<file path="src/design/srpg_pkg.sv">
// shared types and constants for the stepper ramp pulse generator
// no dependencies
package srpg_pkg;

	localparam int unsigned DIST_W  = 32;
	localparam int unsigned CFG_W   = 32;
	localparam int unsigned SPEED_W = 17;
	localparam int unsigned STEPS_W = 31;
	localparam int unsigned COIL_W  = 4;

	localparam logic [CFG_W-1:0]   DEF_ACCEL_STEPS = 32'd123456;
	localparam logic [CFG_W-1:0]   DEF_ACCEL_RATE  = 32'd1000;
	localparam logic [SPEED_W-1:0] START_RATE      = 17'd50;
	localparam logic [SPEED_W-1:0] SPEED_MAX       = 17'd131071;

	localparam logic CMD_TICK  = 1'b0;
	localparam logic CMD_START = 1'b1;

	localparam logic REG_ACCEL_STEPS = 1'b0;
	localparam logic REG_ACCEL_RATE  = 1'b1;

	typedef enum logic [1:0] {
		MODE_IDLE   = 2'd0,
		MODE_ACCEL  = 2'd1,
		MODE_CRUISE = 2'd2,
		MODE_DECEL  = 2'd3
	} ramp_mode_t;

	typedef struct packed {
		logic              command;
		logic              direction;
		logic [DIST_W-1:0] distance;
	} in_item_t;

	typedef struct packed {
		logic [STEPS_W-1:0] steps_done;
		logic [SPEED_W-1:0] speed;
		ramp_mode_t         ramp_phase;
		logic               busy_res;
		logic [COIL_W-1:0]  coils;
		logic               step_pulse;
	} result_t;

	typedef struct packed {
		logic fire;
		logic load;
	} stage_ctl_t;

endpackage

</file>
<file path="src/design/srpg_in_stage.sv">
// input register stage: holds one accepted word until the core consumes it
// depends on srpg_pkg
module srpg_in_stage
	import srpg_pkg::*;
(
	input  logic     clk,
	input  logic     arst_n,
	input  logic     in_valid,
	output logic     in_ready,
	input  in_item_t in_item,
	input  logic     advance,
	output logic     valid_s1,
	output in_item_t item_s1
);

	logic valid_q;

	assign in_ready = !valid_q || advance;
	assign valid_s1 = valid_q;

	always_ff @(posedge clk or negedge arst_n) begin
		if (!arst_n) begin
			valid_q <= 1'b0;
		end else if (in_ready) begin
			valid_q <= in_valid;
		end
	end

	always_ff @(posedge clk) begin
		if (in_ready && in_valid) begin
			item_s1 <= in_item;
		end
	end

endmodule

</file>
<file path="src/design/srpg_ramp_core.sv">
// ramp state registers and next-state logic for one command or tick
// depends on srpg_pkg
module srpg_ramp_core
	import srpg_pkg::*;
#(
	parameter int unsigned FRAC_BITS = 17
) (
	input  logic             clk,
	input  logic             arst_n,
	input  logic             fire,
	input  in_item_t         item_s1,
	input  logic [CFG_W-1:0] accel_steps,
	input  logic [CFG_W-1:0] accel_rate,
	output result_t          result
);

	localparam int unsigned ACC_W  = (FRAC_BITS > SPEED_W) ? FRAC_BITS : SPEED_W;
	localparam int unsigned SUM_W  = ACC_W + 1;
	localparam int unsigned SSUM_W = CFG_W + 1;
	localparam int unsigned CRY_W  = SSUM_W - FRAC_BITS;

	logic                 running_q;
	ramp_mode_t           mode_q;
	logic                 dir_q;
	logic [STEPS_W-1:0]   target_q;
	logic [STEPS_W-1:0]   count_q;
	logic [FRAC_BITS-1:0] step_acc_q;
	logic [FRAC_BITS-1:0] speed_acc_q;
	logic [SPEED_W-1:0]   rate_q;
	logic [1:0]           phase_q;
	logic [COIL_W-1:0]    coil_q;

	logic                 running_d;
	ramp_mode_t           mode_d;
	logic                 dir_d;
	logic [STEPS_W-1:0]   target_d;
	logic [STEPS_W-1:0]   count_d;
	logic [FRAC_BITS-1:0] step_acc_d;
	logic [FRAC_BITS-1:0] speed_acc_d;
	logic [SPEED_W-1:0]   rate_d;
	logic [1:0]           phase_d;
	logic [COIL_W-1:0]    coil_d;
	logic                 pulse_d;

	logic [CFG_W-1:0]   eff_steps;
	logic [CFG_W-1:0]   eff_rate;
	logic [SUM_W-1:0]   step_sum;
	logic [SSUM_W-1:0]  speed_sum;
	logic [CRY_W-1:0]   speed_cry;
	logic [SSUM_W-1:0]  rate_up;
	logic [CFG_W-1:0]   remain;

	always_comb begin
		if (accel_steps == '0 || accel_rate == '0) begin
			eff_steps = DEF_ACCEL_STEPS;
			eff_rate  = DEF_ACCEL_RATE;
		end else begin
			eff_steps = accel_steps;
			eff_rate  = accel_rate;
		end
	end

	always_comb begin
		running_d   = running_q;
		mode_d      = mode_q;
		dir_d       = dir_q;
		target_d    = target_q;
		count_d     = count_q;
		step_acc_d  = step_acc_q;
		speed_acc_d = speed_acc_q;
		rate_d      = rate_q;
		phase_d     = phase_q;
		coil_d      = coil_q;
		pulse_d     = 1'b0;
		step_sum    = SUM_W'(step_acc_q) + SUM_W'(rate_q);
		speed_sum   = '0;
		speed_cry   = '0;
		rate_up     = '0;
		remain      = '0;
		if (item_s1.command == CMD_START) begin
			if (item_s1.distance != '0 && !item_s1.distance[DIST_W-1]) begin
				dir_d       = item_s1.direction;
				running_d   = 1'b1;
				target_d    = item_s1.distance[STEPS_W-1:0];
				mode_d      = MODE_ACCEL;
				step_acc_d  = '0;
				speed_acc_d = '0;
				rate_d      = START_RATE;
				count_d     = '0;
			end
		end else if (running_q) begin
			step_acc_d = step_sum[FRAC_BITS-1:0];
			if (step_sum[SUM_W-1:FRAC_BITS] != '0) begin
				pulse_d = 1'b1;
				count_d = count_q + STEPS_W'(1);
				coil_d  = COIL_W'(1) << phase_q;
				phase_d = dir_q ? phase_q + 2'd1 : phase_q - 2'd1;
				remain  = CFG_W'(target_q) - CFG_W'(count_d);
				if (count_d == target_q) begin
					mode_d    = MODE_IDLE;
					running_d = 1'b0;
				end else if (remain <= eff_steps && count_d >= (target_q >> 1)) begin
					mode_d = MODE_DECEL;
				end else if (CFG_W'(count_d) >= eff_steps) begin
					mode_d = MODE_CRUISE;
				end
			end
			if (mode_d == MODE_ACCEL || mode_d == MODE_DECEL) begin
				speed_sum   = SSUM_W'(speed_acc_q) + SSUM_W'(eff_rate);
				speed_cry   = speed_sum[SSUM_W-1:FRAC_BITS];
				speed_acc_d = speed_sum[FRAC_BITS-1:0];
				rate_up     = SSUM_W'(rate_q) + SSUM_W'(speed_cry);
				if (mode_d == MODE_ACCEL) begin
					rate_d = (rate_up > SSUM_W'(SPEED_MAX)) ? SPEED_MAX
						: rate_up[SPEED_W-1:0];
				end else if (speed_cry != '0 && SSUM_W'(rate_q) > SSUM_W'(speed_cry)
					&& rate_q > START_RATE) begin
					rate_d = rate_q - SPEED_W'(speed_cry);
				end
			end
		end
	end

	always_ff @(posedge clk or negedge arst_n) begin
		if (!arst_n) begin
			running_q   <= 1'b0;
			mode_q      <= MODE_IDLE;
			dir_q       <= 1'b0;
			target_q    <= '0;
			count_q     <= '0;
			step_acc_q  <= '0;
			speed_acc_q <= '0;
			rate_q      <= START_RATE;
			phase_q     <= 2'd0;
			coil_q      <= '0;
		end else if (fire) begin
			running_q   <= running_d;
			mode_q      <= mode_d;
			dir_q       <= dir_d;
			target_q    <= target_d;
			count_q     <= count_d;
			step_acc_q  <= step_acc_d;
			speed_acc_q <= speed_acc_d;
			rate_q      <= rate_d;
			phase_q     <= phase_d;
			coil_q      <= coil_d;
		end
	end

	always_comb begin
		result.step_pulse = pulse_d;
		result.coils      = coil_d;
		result.busy_res   = running_d;
		result.ramp_phase = mode_d;
		result.speed      = rate_d;
		result.steps_done = count_d;
	end

endmodule

</file>
<file path="src/design/srpg_out_stage.sv">
// result register: holds one word until the downstream side takes it
// depends on srpg_pkg
module srpg_out_stage
	import srpg_pkg::*;
(
	input  logic    clk,
	input  logic    arst_n,
	input  logic    load,
	input  result_t result,
	input  logic    out_ready,
	output logic    out_valid,
	output logic    advance,
	output result_t result_s2
);

	logic valid_q;

	assign out_valid = valid_q;
	assign advance   = !valid_q || out_ready;

	always_ff @(posedge clk or negedge arst_n) begin
		if (!arst_n) begin
			valid_q <= 1'b0;
		end else if (advance) begin
			valid_q <= load;
		end
	end

	always_ff @(posedge clk) begin
		if (advance && load) begin
			result_s2 <= result;
		end
	end

endmodule

</file>
<file path="src/design/stepper_ramp_pulse_generator.sv">
// trapezoidal stepper ramp generator, top level
// an accepted word passes the input register, then the result register, before its result word is offered
// throughput: one command or tick per cycle while m_axis_tready does not stall the result register
// reset: arst_n clears all control state, mode idle, speed 50, registers 123456 and 1000
// depends on srpg_pkg, srpg_in_stage, srpg_ramp_core, srpg_out_stage
module stepper_ramp_pulse_generator
	import srpg_pkg::*;
#(
	parameter int unsigned FRAC_BITS = 17
) (
	input  logic             clk,
	input  logic             arst_n,
	input  logic             cfg_we,
	input  logic             cfg_index,
	input  logic [CFG_W-1:0] cfg_data,
	input  logic             s_axis_tvalid,
	output logic             s_axis_tready,
	input  logic [39:0]      s_axis_tdata,  // direction, distance[31:0], zero pad
	input  logic             s_axis_tuser,  // command
	output logic             m_axis_tvalid,
	input  logic             m_axis_tready,
	output logic [55:0]      m_axis_tdata   // step_pulse, coils, busy_res, ramp_phase, speed, steps_done
);

	logic [CFG_W-1:0] accel_steps_q;
	logic [CFG_W-1:0] accel_rate_q;
	in_item_t         in_item;
	in_item_t         item_s1;
	logic             valid_s1;
	logic             advance;
	stage_ctl_t       ctl;
	result_t          result;
	result_t          result_s2;

	always_ff @(posedge clk or negedge arst_n) begin
		if (!arst_n) begin
			accel_steps_q <= DEF_ACCEL_STEPS;
			accel_rate_q  <= DEF_ACCEL_RATE;
		end else if (cfg_we) begin
			case (cfg_index)
				REG_ACCEL_STEPS: accel_steps_q <= cfg_data;
				REG_ACCEL_RATE:  accel_rate_q  <= cfg_data;
				default:         accel_rate_q  <= accel_rate_q;
			endcase
		end
	end

	assign in_item.command   = s_axis_tuser;
	assign in_item.direction = s_axis_tdata[0];
	assign in_item.distance  = s_axis_tdata[DIST_W:1];

	assign ctl.fire = valid_s1 && advance;
	assign ctl.load = valid_s1;

	srpg_in_stage u_in (
		.clk      (clk),
		.arst_n   (arst_n),
		.in_valid (s_axis_tvalid),
		.in_ready (s_axis_tready),
		.in_item  (in_item),
		.advance  (advance),
		.valid_s1 (valid_s1),
		.item_s1  (item_s1)
	);

	srpg_ramp_core #(
		.FRAC_BITS (FRAC_BITS)
	) u_core (
		.clk         (clk),
		.arst_n      (arst_n),
		.fire        (ctl.fire),
		.item_s1     (item_s1),
		.accel_steps (accel_steps_q),
		.accel_rate  (accel_rate_q),
		.result      (result)
	);

	srpg_out_stage u_out (
		.clk       (clk),
		.arst_n    (arst_n),
		.load      (ctl.load),
		.result    (result),
		.out_ready (m_axis_tready),
		.out_valid (m_axis_tvalid),
		.advance   (advance),
		.result_s2 (result_s2)
	);

	assign m_axis_tdata = {result_s2.steps_done, result_s2.speed, result_s2.ramp_phase,
		result_s2.busy_res, result_s2.coils, result_s2.step_pulse};

	a_busy_mode: assert property (@(posedge clk) disable iff (!arst_n)
		m_axis_tvalid |-> (result_s2.busy_res == (result_s2.ramp_phase != MODE_IDLE)))
		else $error("busy flag disagrees with ramp phase");

	a_pulse_coil: assert property (@(posedge clk) disable iff (!arst_n)
		(m_axis_tvalid && result_s2.step_pulse) |-> $onehot(result_s2.coils))
		else $error("step without a single active coil");

	a_pulse_count: assert property (@(posedge clk) disable iff (!arst_n)
		(m_axis_tvalid && result_s2.step_pulse) |-> (result_s2.steps_done != '0))
		else $error("step with zero step count");

	a_speed_nonzero: assert property (@(posedge clk) disable iff (!arst_n)
		m_axis_tvalid |-> (result_s2.speed != '0))
		else $error("speed fell to zero");

endmodule
</file>
<file path="config.mk">
export PLATFORM = sky130hd
export DESIGN_NAME = stepper_ramp_pulse_generator
export DESIGN_NICKNAME = d
export VERILOG_FILES = /design/src/design/srpg_pkg.sv /design/src/design/srpg_in_stage.sv /design/src/design/srpg_ramp_core.sv /design/src/design/srpg_out_stage.sv /design/src/design/stepper_ramp_pulse_generator.sv
export SDC_FILE = /design/constraint.sdc
export NUM_CORES = 1
export LEC_CHECK = 0
export BUFFER_PORTS_ARGS = -buffer_cell sky130_fd_sc_hd__buf_4
export CAP_MARGIN = 20
export CORE_AREA = 5 5 264 266
export CTS_CLUSTER_SIZE = 25
export DETAILED_ROUTE_END_ITERATION = 12
export DIE_AREA = 0 0 269 271
export MAX_ROUTING_LAYER = met4
export PLACE_DENSITY = 0.55
export SLEW_MARGIN = 10
export SYNTH_ARGS = -nofsm -noshare
export SYNTH_HDL_FRONTEND = slang
export SYNTH_SLANG_ARGS = --single-unit
export TNS_END_PERCENT = 30
</file>
<file path="constraint.sdc">
create_clock -name clk -period 9.85 [get_ports clk]
set_input_delay 0.4925 -clock clk [delete_from_list [all_inputs] [get_ports clk]]
set_output_delay 0.4925 -clock clk [all_outputs]
set_load 0.01 [all_outputs]
</file>
==> impl_metrics.csv <==
group,metric,value,unit
cells_and_area,diodes,0,
sta,finalHoldViolCount,0,
worst_setup_path,reg2reg_to,"u_out.result_s2[18]",
sta,slew_headroom,24.1,%
global_routing,grt_usage,16.7,%
global_routing,antenna_found_initial,0,
place,hpwl,46.7,mm
sta,finalCriticalPeriod,8.94,ns
logic_synthesis,yosysUniqueCellTypes,87,
cells_and_area,fin_util,34.2,%
logic_synthesis,syn-cell-area,19800,um^2
logic_synthesis,ys_seq_elements,279,
worst_setup_path,path_max_fanout,11,
floorplan,dieArea,72900,um^2
worst_setup_path,critPathRequiredTime,10.14,ns
logic_synthesis,synthCells,2117,
clocking,numCtsBuffers,35,
cells_and_area,drive_gt1_share,16.7,%
cells_and_area,fin_nets,2492,
logic_synthesis,synth_area_leader_cell,"dfrtp_1",
place,place.gp.congestion,0.904,
routing,vias,16100,
logic_synthesis,synthesis.nets,2394,
power,leakagePower,9.92,nW
global_routing,grt_first_pass_wirelength,93.5,mm
worst_setup_path,critPathLaunchType,"flip-flop",
worst_setup_path,r2r_start,"u_core.count_q[0]",
routing,viasPerCell,5.17,
routing,wire_per_inst,19.3,um
floorplan,die_y,271,um
sta,setup_tns,0,ns
floorplan,row_count,95,
routing,first_iter_violations,1044,
floorplan,initial_core_util,29.7,%
logic_synthesis,synth_area_leaders,"dfrtp_1, edfxtp_1, ha_1",
worst_setup_path,crit_path_end_kind,"flip-flop",
place,io_buffers,129,
clocking,cts_sinks,279,
clocking,cts_tree,"done",
worst_hold_path,holdPathStages,1,
worst_hold_path,min_path_type,"in -> reg",
clocking,h-tree-depth,2,
power,power_density,293,nW/um^2
worst_setup_path,reg2reg_depth,33,
clocking,cts-resized-gates,0,
global_routing,grt-ovfl-total,0,
worst_setup_path,cp_top_family,"compound AO/OA/AOI/OAI gates",
sta,slew_violations,0,
routing,dr.pass1.iters,5,
logic_synthesis,yosysTopAreaCellShare,22.0,%
logic_synthesis,synth_warnings,0,
sta,max_slew.worst_pin.slew,1.13,ns
worst_setup_path,regToRegSetupSlack,0.91,ns
cells_and_area,area_growth,15.4,%
worst_setup_path,arrival,9.23,ns
logic_synthesis,synth_edf_count,90,
routing,ant_nets,0,
sta,final.period_utilization,90.8,%
routing,wl,60.1,mm
worst_setup_path,slowest_delay,0.62,ns
clocking,clock_path_buffers,3,
run,drv_cap,0,
logic_synthesis,ys_seq_area_share,37.6,%
sta,fin_skew,0.0203,ns
clocking,cts_root_buf,"clkbuf_16",
worst_setup_path,crit_buf_inv,1,
logic_synthesis,postSynthAreaPerCell,9.36,um^2
logic_synthesis,ys.flop_type,"dfrtp_1",
floorplan,die_w,269,um
clocking,clk_latency,0.55,ns
routing,drc,0,
worst_setup_path,cp_slowest_cell,"dfrtp_1",
floorplan,ios,137,
worst_setup_path,critPathKind,"reg -> reg",
worst_setup_path,endpoint,"u_out.result_s2[18]",
clocking,ctsHoldBuffers,1,
power,ir_worst_vdd,0.000143,V
sta,max_clock_freq,112,MHz
global_routing,grt_pass1_vias,16200,
worst_setup_path,crit_cells,33,
sta,grt_setup_unrepaired,"no",
floorplan,core_area,66800,um^2
run_status,status,"finished, final reports clean",
sta,final-setup-viol-count,0,
logic_synthesis,async_flop_share,67.7,%
clocking,cts_setup_buffers,0,
worst_setup_path,critPathLaunch,"u_core.count_q[0]",
clocking,clk_pin_slew,0.06,ns
global_routing,grt_max_degree,83,
==> worst min path at each step <==
stage	startpoint	to	slack [ns]
detailed placement	u_core.step_acc_q[0]	u_core.step_acc_q[0]	0.46
CTS	s_axis_tdata[4]	u_in.item_s1[3]	0.08
floorplan	arst_n	accel_rate_q[0]	0.20
global route	s_axis_tdata[15]	u_in.item_s1[14]	0.09
finish	s_axis_tdata[1]	u_in.item_s1[0]	0.12
global placement	u_core.step_acc_q[0]	u_core.step_acc_q[0]	0.46
==> per-layer routing <==
| metal | GRT usage [%] | vias to the layer above | wire length [um] |
|---|---|---|---|
| met1 | 21.8 | 7792 | 27300 |
| met2 | 26.8 | 344 | 28500 |
| met3 | 2.18 | 93 | 2320 |
| met5 | - | - | 0 |
| met4 | 5.47 | 0 | 2030 |
| li1 | - | 7878 | - |
==> placed cells by master, fill, tap and decap left out, types with 63 or more instances in the layout <==
| master | Yosys | layout |
|---|---|---|
| a21oi_1 | 158 | 158 |
| buf_4 | 6 | 155 |
| dfrtp_1 | 174 | 174 |
| edfxtp_1 | 90 | 90 |
| ha_1 | 193 | 193 |
| inv_1 | 128 | 128 |
| mux2_2 | 116 | 116 |
| nand2_1 | 228 | 228 |
| nor2_1 | 133 | 133 |
| o21ai_0 | 104 | 104 |
| xnor2_1 | 71 | 71 |
| xor2_1 | 63 | 63 |
==> logic make-up (layout without fill, tap and decap cells) <==
logic type | after synthesis | count (layout) | synth area share (%)
buffers and inverters | 226 | 350 | 4.51
DFF | 279 | 279 | 37.6
xor gates and xnor gates | 135 | 135 | 6.00
adders and majority gates | 198 | 198 | 12.7
muxes | 120 | 120 | 6.79
and+or+nand+nor | 658 | 658 | 16.1
AOI/OAI and AO/OA | 501 | 501 | 16.4
==> report_power, final <==
part / internal (mW) / switching (mW) / total (mW)
clock: 0.749 / 0.524 / 1.27
combinational: 1.50 / 2.09 / 3.59
sequential: 1.52 / 0.320 / 1.84
==> synth_stat cells, drive strengths merged, types with 10 or more instances <==
master  number
a21oi      158
buf         34
ha         193
a21o        28
o31ai       30
nand2b      24
and4        11
o211ai      15
xor2        64
nand3       60
xnor2       71
a211oi      16
dfstp       15
nor4        41
mux2       116
o21ai      111
dfrtp      174
inv        129
nor3        29
o21a        23
and2        27
nand2      229
edfxtp      90
or3         10
and3        22
or2         10
o21bai      20
o32a        11
clkbuf      63
a31oi       10
nor2       133
nand4       36
==> per-stage QoR <==
stage | setup WS, ns | total power, mW | hold slack (ns) | cells | cell area (um^2)
after global routing | 0.232 | 7.26 | 0.0947 | 3114 | 22900
after floorplan | 2.61 | 4.37 | 0.197 | 2117 | 19800
after detailed placement | 0.904 | 5.42 | 0.463 | 3049 | 21700
after global placement | 1.06 | 5.34 | 0.456 | 3049 | 21700
after CTS | 0.902 | 6.75 | 0.0769 | 3113 | 22800
final | 0.911 | 6.70 | 0.120 | 3114 | 22900
==> sequential cells by signal, indices dropped and copies added, names as in the netlist, 31 cells and up <==
register         count
u_core.target_q     31
accel_rate_q        32
u_out.result_s2     56
u_core.count_q      31
accel_steps_q       32
u_in.item_s1        34
==> area by class of cell <==
class / count / area (um^2)
fillers: 6876 / 43900
multi-input cells: 1612 / 11500
flip-flops and latches: 279 / 7450
repair buffers: 158 / 1210
well taps: 873 / 1090
clock buffers: 46 / 927
inverters: 129 / 487
clock inverters: 17 / 186
==> worst reg2reg max path: cells and delay by family, from the launching register on <==
| kind | cells | cell delay, ns |
|---|---|---|
| buffers and inverters | 1 | 0.10 |
| adder cells (fa/ha/maj) | 3 | 0.92 |
| AO/OA/AOI/OAI | 17 | 4.13 |
| flip-flops | 1 | 0.62 |
| AND/OR/NAND/NOR | 10 | 2.14 |
| XOR/XNOR | 2 | 0.76 |
Note: power is estimated with default switching activity, not from simulation.
